==> config.mk <==
export PLATFORM = sky130hd
export DESIGN_NAME = logic_trigger_matcher
export DESIGN_NICKNAME = d
export VERILOG_FILES = /design/src/hdl/ltm_pkg.sv /design/src/hdl/ltm_lane.sv /design/src/hdl/ltm_merge.sv /design/src/hdl/ltm_obuf.sv /design/src/hdl/logic_trigger_matcher.sv
export SDC_FILE = /design/constraint.sdc
export NUM_CORES = 1
export LEC_CHECK = 0
export BUFFER_PORTS_ARGS = -buffer_cell sky130_fd_sc_hd__clkbuf_2
export CORE_MARGIN = 1.5
export CORE_UTILIZATION = 40
export CTS_CLUSTER_DIAMETER = 100
export DETAILED_ROUTE_END_ITERATION = 7
export PLACE_DENSITY = 0.6
export SYNTH_ARGS = -nofsm -noshare
export SYNTH_HDL_FRONTEND = slang
export SYNTH_SLANG_ARGS = --single-unit
==> constraint.sdc <==
create_clock -name clk -period 3.8 [get_ports clk]
set_input_delay 0.38 -clock clk [delete_from_list [all_inputs] [get_ports clk]]
set_output_delay 0.38 -clock clk [all_outputs]
set_load 0.05 [all_outputs]
==> src/hdl/ltm_pkg.sv <==
package ltm_pkg;

  // Number of samples carried by one input word and channels per sample.
  localparam int LANES    = 8;
  localparam int CHANNELS = 8;

  localparam int SAMPLE_W = 8;
  localparam int WORD_W   = 64;
  localparam int LANE_W   = 3;
  localparam int CFG_IDX_W  = 2;
  localparam int CFG_DATA_W = 8;

  // Channels at or above CHANNELS take no part in the match.
  localparam logic [SAMPLE_W-1:0] CH_USED_BITS = SAMPLE_W'((1 << CHANNELS) - 1);

  typedef enum logic [CFG_IDX_W-1:0] {
    CFG_LEVEL_MASK     = 2'd0,
    CFG_CHANGE_MASK    = 2'd1,
    CFG_EXPECTED_LEVEL = 2'd2
  } cfg_idx_t;

  typedef struct packed {
    logic [SAMPLE_W-1:0] level_mask;
    logic [SAMPLE_W-1:0] change_mask;
    logic [SAMPLE_W-1:0] expected_level;
  } cfg_t;

  typedef struct packed {
    logic [WORD_W-1:0] sample_word;
    logic              restart;
  } in_t;

  typedef struct packed {
    logic              trigger_hit;
    logic [LANE_W-1:0] hit_lane;
    logic              fired;
  } out_t;

endpackage

==> src/hdl/ltm_lane.sv <==
module ltm_lane (
  input  ltm_pkg::cfg_t                      cfg,
  input  logic [ltm_pkg::SAMPLE_W-1:0]       cur,
  input  logic [ltm_pkg::SAMPLE_W-1:0]       prev,
  output logic                               match
);
  import ltm_pkg::*;

  logic [SAMPLE_W-1:0] bad_level;
  logic [SAMPLE_W-1:0] bad_change;

  // A channel fails when its level is wrong, or when it was asked to change and did not.
  assign bad_level  = (cur ^ cfg.expected_level) & cfg.level_mask;
  assign bad_change = ~(cur ^ prev) & cfg.change_mask;
  assign match      = ((bad_level | bad_change) & CH_USED_BITS) == '0;

endmodule

==> src/hdl/ltm_merge.sv <==
module ltm_merge (
  input  logic [ltm_pkg::LANES-1:0] lane_match,
  input  logic                      fired_r,
  input  logic                      restart,
  output ltm_pkg::out_t             result
);
  import ltm_pkg::*;

  logic              armed;
  logic              any_match;
  logic [LANE_W-1:0] first_lane;

  assign armed     = !fired_r || restart;
  assign any_match = |lane_match;

  // Scan from the latest lane down so that the earliest match wins.
  always_comb begin
    first_lane = '0;
    for (int i = LANES - 1; i >= 0; i--) begin
      if (lane_match[i]) begin
        first_lane = LANE_W'(i);
      end
    end
  end

  always_comb begin
    result.trigger_hit = armed && any_match;
    result.hit_lane    = (armed && any_match) ? first_lane : '0;
    result.fired       = !armed || any_match;
  end

endmodule

==> src/hdl/ltm_obuf.sv <==
module ltm_obuf (
  input  logic          clk,
  input  logic          rst_n,
  input  logic          push,
  input  ltm_pkg::out_t push_data,
  output logic          full,
  output logic          out_valid,
  input  logic          out_stall,
  output ltm_pkg::out_t out_data
);
  import ltm_pkg::*;

  logic main_valid_r, main_valid_nxt;
  logic skid_valid_r, skid_valid_nxt;
  out_t main_data_r, main_data_nxt;
  out_t skid_data_r, skid_data_nxt;
  logic take;

  assign take = main_valid_r && !out_stall;

  always_comb begin
    main_valid_nxt = main_valid_r;
    skid_valid_nxt = skid_valid_r;
    main_data_nxt  = main_data_r;
    skid_data_nxt  = skid_data_r;
    if (skid_valid_r) begin
      if (take) begin
        main_data_nxt  = skid_data_r;
        skid_valid_nxt = 1'b0;
      end
    end else if (push) begin
      if (!main_valid_r || take) begin
        main_data_nxt  = push_data;
        main_valid_nxt = 1'b1;
      end else begin
        skid_data_nxt  = push_data;
        skid_valid_nxt = 1'b1;
      end
    end else if (take) begin
      main_valid_nxt = 1'b0;
    end
  end

  always_ff @(posedge clk) begin
    if (!rst_n) begin
      main_valid_r <= 1'b0;
      skid_valid_r <= 1'b0;
    end else begin
      main_valid_r <= main_valid_nxt;
      skid_valid_r <= skid_valid_nxt;
    end
  end

  always_ff @(posedge clk) begin
    main_data_r <= main_data_nxt;
    skid_data_r <= skid_data_nxt;
  end

  assign full      = skid_valid_r;
  assign out_valid = main_valid_r;
  assign out_data  = main_data_r;

endmodule

==> src/hdl/logic_trigger_matcher.sv <==
// Each result is registered, in the output register or in the skid register behind it.
// Throughput: one request per cycle while in_stall is low; all eight sample lanes are checked in the same cycle.
// The input stalls only when both the output register and the skid register are full.
// Reset (rst_n low, synchronous) clears the configuration registers, the last sample,
// the fired flag and both output valid bits.
module logic_trigger_matcher (
  input  logic                             clk,
  input  logic                             rst_n,
  input  logic                             in_valid,
  output logic                             in_stall,
  input  ltm_pkg::in_t                     in_data,
  output logic                             out_valid,
  input  logic                             out_stall,
  output ltm_pkg::out_t                    out_data,
  input  logic                             cfg_we,
  input  logic [ltm_pkg::CFG_IDX_W-1:0]    cfg_index,
  input  logic [ltm_pkg::CFG_DATA_W-1:0]   cfg_wdata
);
  import ltm_pkg::*;

  cfg_t                cfg_r, cfg_nxt;
  logic [SAMPLE_W-1:0] last_sample_r, last_sample_nxt;
  logic                fired_r, fired_nxt;
  logic                in_accept;
  logic                buf_full;
  logic [LANES-1:0]    lane_match;
  out_t                result;

  // The configuration port writes one register per enabled cycle. An index
  // past the last register is simply dropped.
  always_comb begin
    cfg_nxt = cfg_r;
    if (cfg_we) begin
      case (cfg_index)
        CFG_LEVEL_MASK:     cfg_nxt.level_mask     = cfg_wdata;
        CFG_CHANGE_MASK:    cfg_nxt.change_mask    = cfg_wdata;
        CFG_EXPECTED_LEVEL: cfg_nxt.expected_level = cfg_wdata;
        default:            cfg_nxt = cfg_r;
      endcase
    end
  end

  assign in_stall  = buf_full;
  assign in_accept = in_valid && !buf_full;

  // One comparator per sample lane. Lane 0 compares against the last sample of
  // the previous word; every other lane compares against its lower neighbor.
  for (genvar g = 0; g < LANES; g++) begin : g_lane
    logic [SAMPLE_W-1:0] cur;
    logic [SAMPLE_W-1:0] prev;

    assign cur = in_data.sample_word[g*SAMPLE_W +: SAMPLE_W] & CH_USED_BITS;

    if (g == 0) begin : g_first
      assign prev = last_sample_r;
    end else begin : g_rest
      assign prev = in_data.sample_word[(g-1)*SAMPLE_W +: SAMPLE_W] & CH_USED_BITS;
    end

    ltm_lane u_lane (
      .cfg   (cfg_r),
      .cur   (cur),
      .prev  (prev),
      .match (lane_match[g])
    );
  end

  // The merge stage picks the earliest matching lane and applies the latched
  // fired flag, which a restart in the same request clears first.
  ltm_merge u_merge (
    .lane_match (lane_match),
    .fired_r    (fired_r),
    .restart    (in_data.restart),
    .result     (result)
  );

  // The last sample tracks every accepted word, even after the trigger fired,
  // so that edge conditions stay correct after a restart.
  always_comb begin
    last_sample_nxt = last_sample_r;
    fired_nxt       = fired_r;
    if (in_accept) begin
      last_sample_nxt = in_data.sample_word[(LANES-1)*SAMPLE_W +: SAMPLE_W] & CH_USED_BITS;
      fired_nxt       = result.fired;
    end
  end

  always_ff @(posedge clk) begin
    if (!rst_n) begin
      cfg_r         <= '0;
      last_sample_r <= '0;
      fired_r       <= 1'b0;
    end else begin
      cfg_r         <= cfg_nxt;
      last_sample_r <= last_sample_nxt;
      fired_r       <= fired_nxt;
    end
  end

  // Output register with a skid stage behind it, so a stalled result does not
  // block the request that arrives in the same cycle.
  ltm_obuf u_obuf (
    .clk       (clk),
    .rst_n     (rst_n),
    .push      (in_accept),
    .push_data (result),
    .full      (buf_full),
    .out_valid (out_valid),
    .out_stall (out_stall),
    .out_data  (out_data)
  );

endmodule

==> reports/qor.yml, run 1 <==
cts_resized: 0
synth-seq-cells: 45
worstSkewPairLatency_ns: 0.31
placement.cell_area_mm2: 0.00413
via_per_inst: 5.55
synth_mux_area_frac: 0.0706
die_h_um: 99.4
crit_arrival_ns: 2.51
yosys_warnings: 0
fin_ws_ns: 1.35
tightestPinTransition_ns: 0.720
fin_crit_ns: 2.45
synth_compound_area_frac: 0.187
vias: 3246
clockBufferDepth: 2
end_kind: "flop"
avgSynthCellArea_um2: 9.03
leakage_nw: 1.81
final_antenna_net_count: 0
setup_viol: 0
synth_nets: 492
dpl.hpwl_um: 8640
port_buffers: 86
max-vdd-ir-drop_v: 0.000159
finalPower_mw: 1.34
rows: 35
cts_tree: "yes"
fin_cells: 585
drv_cap: 0
min_period_over_period: 0.644
grt_use_met1: 0.314
cts_root_buffer: "clkbuf_8"
syn_inst: 412
antenna_found_initial: 0
async_flop_share: 0
gp_congestion: 0.955
yosysSeqAreaShare: 0.269
diodes: 0
p_per_area_mw_per_mm2: 314
drv_slew: 0
clk_pin_slew_ns: 0.10
synth_edf_count: 10
final_cell_area_mm2: 0.00426
setup_tns_ns: 0
start_kind: "flop"
synth_common_cells: "63 x xnor2_1, 63 x xor2_1, 62 x a22oi_1, 35 x dfxtp_1, 26 x nor2b_1"
start_util: 0.408
dp_cells: 577
final_hold_viol_count: 0
fp.dieW_um: 99.4
worstSetupPathType: "reg -> reg"
firstDrtPassIters: 5
grt_max_degree: 36
synth_top_area_share: 0.188
synth_top_family_by_area: "XOR/XNOR gates"
cts_num_sinks: 45
min_path_cells: 3
cts_hold_buf: 0
use_met3: 0.0351
drc: 0
post-cts-setup-buffers: 0
cts_buffers: 5
worstPathRequired_ns: 3.87
synth_area_leaders: "dfxtp_1 19%, xnor2_1 15%, xor2_1 15%"
max_slew_margin: 0.519
synth_top_area_cell: "dfxtp_1"
synth_xor_area_frac: 0.297
synth_cell_type_count: 42
drt_iter0_markers: 208
avgRoutedWirePerCell_um: 19.0
area_growth_pct: 14.5
groute.usage.overall: 0.229
synthFlopType: "dfxtp_1"
final_nets: 553
hold_class: "in -> reg"
grt_pass1_vias: 3202
grt-ovfl-total: 0
met2_usage: 0.379
clock.fmax_ghz: 0.409
dieArea_mm2: 0.00989
synthAdderAreaFrac: 0
core_mm2: 0.00911
totalWireLength_um: 11100
reg2reg_depth: 7
dp_slack_ns: 1.39
cts_max_level: 2
run_status: "complete, no violations"
busiest_layer: "met2"
num_io_pins: 87
rsz0062_at_grt: "false"
drive_gt1_frac: 0.228
grt_pass1_wl_um: 17600
fin_skew_ns: 0.00813
synth_area_mm2: 0.00372
cp_max_fo: 9
n_fill_cell: 950
yosys.area_share.simple: 0.129
-- critical path, cell delays in order, from the launching register on --
cell and delay [ns]:
dfxtp_1 0.67, xor2_1 0.21, a22oi_1 0.13, nand4_1 0.15
nor2_1 0.08, nor4_2 0.48, nand3b_1 0.19, mux2_2 0.29
-- placed cells by master (no fill, tap or decap), types with 2 or more instances in the layout --
cell / netlist / layout
edfxtp_1: 10 / 10
nand2b_1: 2 / 2
a21oi_1: 5 / 5
o21ai_0: 3 / 3
inv_1: 3 / 3
nor2_1: 11 / 11
nand2_1: 20 / 20
dfxtp_1: 35 / 35
xnor2_1: 63 / 63
nand4_1: 15 / 15
clkbuf_8: 0 / 5
or2_2: 3 / 3
mux2i_1: 24 / 24
a22oi_1: 62 / 62
o211ai_1: 2 / 2
nand3b_1: 3 / 3
nor2b_1: 26 / 26
clkbuf_16: 0 / 2
mux2_2: 2 / 2
xor2_1: 63 / 63
a21boi_0: 9 / 9
clkbuf_2: 1 / 86
a22o_1: 2 / 2
-- state kept, by name, summed over array words and instances, names as in the netlist --
| signal | cells |
|---|---|
| u_obuf.full | 1 |
| fired_r | 1 |
| u_obuf.out_valid | 1 |
| g_lane.prev | 8 |
| u_obuf.out_data | 5 |
| u_obuf.skid_data_r | 5 |
| cfg_r | 24 |
-- power by group --
group | total [mW] | leakage [nW] | internal (mW) | switching (mW)
clock network | 0.404 | 0.0651 | 0.212 | 0.192
logic | 0.379 | 1.37 | 0.168 | 0.211
registers | 0.555 | 0.377 | 0.514 | 0.0404
total | 1.34 | 1.81 | 0.894 | 0.443
-- logic make-up after synthesis --
family / Yosys count
xor gates and xnor gates: 126
AOI/OAI and AO/OA: 92
and+or+nand+nor: 87
DFF: 45
buffers and inverters: 36
muxes: 26
-- final cells by class --
type / count / area (um^2) / share of cell area
well taps: 111 / 139 / 0.0326
repair buffers: 87 / 438 / 0.103
clock inverters: 1 / 8.76 / 0.00206
flip-flops and latches: 45 / 1000 / 0.235
multi-input cells: 331 / 2540 / 0.597
inverters: 3 / 11.3 / 0.00264
clock buffers: 7 / 119 / 0.0279
-- final timing paths --
path                startpoint                 end  slack [ns]
min reg2reg  g_lane[0].prev[1]   g_lane[0].prev[1]        0.49
max                   cfg_r[7]  u_obuf.out_data[0]        1.35
min                   in_valid         u_obuf.full        0.33
max reg2reg           cfg_r[7]  u_obuf.out_data[0]        1.35
-- per-layer routing --
layer / vias up / wire length, um
met5: - / 0
met1: 1515 / 5120
met3: 17 / 705
met2: 140 / 5100
met4: 0 / 200
li1: 1574 / -
-- stage by stage --
| step | hold WS (ns) | utilization |
|---|---|---|
| finish | 0.333 | 0.468 |
| global route | 0.359 | 0.468 |
| CTS | 0.326 | 0.468 |
| detailed placement | 0.476 | 0.454 |
| global placement | 0.468 | 0.454 |
| floorplan | 0.456 | - |
Power figures use the tool's default switching activity.
==> run 2: changes to the inputs <==
==> constraint.sdc (replaced) <==
create_clock -name clk -period 2.6 [get_ports clk]
set_input_delay 0.26 -clock clk [delete_from_list [all_inputs] [get_ports clk]]
set_output_delay 0.26 -clock clk [all_outputs]
set_load 0.05 [all_outputs]
==> reports/qor.yml, run 2 (synthesis results as in run 1) <==
grt_use_met1: 0.328  # was 0.314
largest_reg_flops: 24  # unchanged
antenna_found_initial: 0  # unchanged
layout_common_cells: "86 x clkbuf_2, 63 x xnor2_1, 63 x xor2_1"  # unchanged
grt_max_degree: 36  # unchanged
clkPwrFrac: 0.300  # was 0.302
grt_pass1_wl_um: 18600  # was 17,600 um
layout_commonest_cell: "clkbuf_2"  # unchanged
cts_num_sinks: 45  # unchanged
setup_tns_ns: 0  # unchanged
worstPathRequired_ns: 2.67  # was 3.87 ns
n_fill_cell: 949  # was 950
end_kind: "flop"  # unchanged
busiest_layer: "met2"  # unchanged
via_per_inst: 5.53  # was 5.55
pwr-share-seq: 0.407  # was 0.415
cts_buffers: 5  # unchanged
internal_power_mw: 1.32  # was 894 uW
finalPower_mw: 1.97  # was 1.34 mW
dieArea_mm2: 0.00989  # unchanged
grt-ovfl-total: 0  # unchanged
firstDrtPassIters: 5  # unchanged
port_buffers: 86  # unchanged
final_hold_viol_count: 0  # unchanged
rsz0062_at_grt: "false"  # unchanged
p_sw_frac: 0.331  # about the same
fin_crit_ns: 2.36  # was 2.45 ns
cts_resized: 0  # unchanged
placement.cell_area_mm2: 0.00420  # was 0.00413 mm^2
register_area_mm2: 0.00100  # unchanged
drv_slew: 0  # unchanged
drt_iter0_markers: 174  # was 208
max_slew_margin: 0.541  # was 0.519
num_io_pins: 87  # unchanged
clock.fmax_ghz: 0.424  # was 0.409 GHz
dp_cells: 586  # was 577
grt_pass1_vias: 3288  # was 3,202
rows: 35  # unchanged
diodes: 0  # unchanged
avgRoutedWirePerCell_um: 19.5  # was 19.0 um
clk_pin_slew_ns: 0.09  # was 0.10 ns
totalWireLength_um: 11600  # was 11,100 um
leakage_nw: 1.85  # was 1.81 nW
final_cell_area_mm2: 0.00432  # was 0.00426 mm^2
clockBufferDepth: 2  # unchanged
min_period_over_period: 0.907  # was 0.644
cts_tree: "yes"  # unchanged
area_growth_pct: 16.1  # was 14.5%
worstSetupPathType: "reg -> reg"  # unchanged
start_kind: "flop"  # unchanged
drc: 0  # unchanged
p_per_area_mw_per_mm2: 456  # was 314 mW/mm^2
vias: 3287  # was 3,246
cts_hold_buf: 0  # unchanged
power.switching_uw: 651  # was 443 uW
fin_skew_ns: 0.0120  # was 0.00813 ns
final_util: 0.474  # was 0.468
largest_register: "cfg_r"  # unchanged
cts_max_level: 2  # unchanged
cts_root_buffer: "clkbuf_8"  # unchanged
gp_congestion: 0.941  # was 0.955
fin_cells: 594  # was 585
setup_viol: 0  # unchanged
crit_arrival_ns: 2.43  # was 2.51 ns
final_antenna_net_count: 0  # unchanged
groute.usage.overall: 0.244  # was 0.229
use_met3: 0.0394  # was 0.0351
final_nets: 562  # was 553
fp.dieW_um: 99.4  # unchanged
core_mm2: 0.00911  # unchanged
met2_usage: 0.396  # was 0.379
hold_class: "in -> reg"  # unchanged
post-cts-setup-buffers: 0  # unchanged
cp_max_fo: 10  # was 9
tightestPinTransition_ns: 0.687  # was 0.720 ns
max-vdd-ir-drop_v: 0.000188  # was 0.000159 V
run_status: "complete, no violations"  # unchanged
worstSkewPairLatency_ns: 0.32  # was 0.31 ns
drv_cap: 0  # unchanged
dpl.hpwl_um: 9130  # was 8640 um
die_h_um: 99.4  # unchanged
drive_gt1_frac: 0.242  # was 0.228
start_util: 0.408  # unchanged
multi_input_area_mm2: 0.00254  # unchanged
p_comb_frac: 0.292  # was 0.283
-- run 2: cell count changes in the layout (fill, tap and decap cells not counted), sizes merged --
| cell | delta |
|---|---|
| buf | +9 |
| bufinv | +1 |
| clkbuf | -1 |
-- run 2: layer usage --
metal | share of wire | vias to the layer above
li1 | - | 1593
met1 | 0.45 | 1542
met4 | 0.029 | 0
met5 | 0 | -
met2 | 0.46 | 131
met3 | 0.058 | 21
-- run 2: final cells by class --
type,instances,share of cell area
Sequential cell,45,0.232
Multi-Input combinational cell,331,0.589
Inverter,3,0.00261
Clock inverter,2,0.00840
Tap cell,111,0.0322
Timing Repair Buffer,96,0.117
Clock buffer,6,0.0191
-- run 2: stage by stage --
step | hold WS (ns) | setup slack (ns)
after floorplan | 0.405 | 0.704
after global placement | 0.468 | 0.334
after detailed placement | 0.474 | 0.254
after CTS | 0.212 | 0.231
after global routing | 0.231 | 0.0220
final | 0.220 | 0.242
-- run 2: power by group through the flow --
stage / clock network [mW] / registers, mW / logic, mW
final: 0.591 / 0.802 / 0.576
after global routing: 0.625 / 0.807 / 0.626
after CTS: 0.599 / 0.801 / 0.573
after detailed placement: 0 / 0.818 / 0.570
after global placement: 0 / 0.817 / 0.569
after floorplan: 0 / 0.814 / 0.359
-- run 2: path summary, 6_finish.rpt --
kind / startpoint / to / slack (ns) / cells past startpoint
worst min register to register: g_lane[0].prev[4] / g_lane[0].prev[4] / 0.48 / 2
worst max-delay path: cfg_r[3] / u_obuf.out_data[0] / 0.24 / 7
worst max register to register: cfg_r[3] / u_obuf.out_data[0] / 0.24 / 7
worst min-delay path: in_valid / u_obuf.full / 0.22 / 3
-- run 2: critical path: stages, from the launching register on --
cell and delay [ns]:
dfxtp_1 0.61, xor2_1 0.21, a22oi_1 0.12, nand4_1 0.13
nor2_1 0.09, nor4_2 0.46, nand3b_1 0.20, mux2_2 0.30
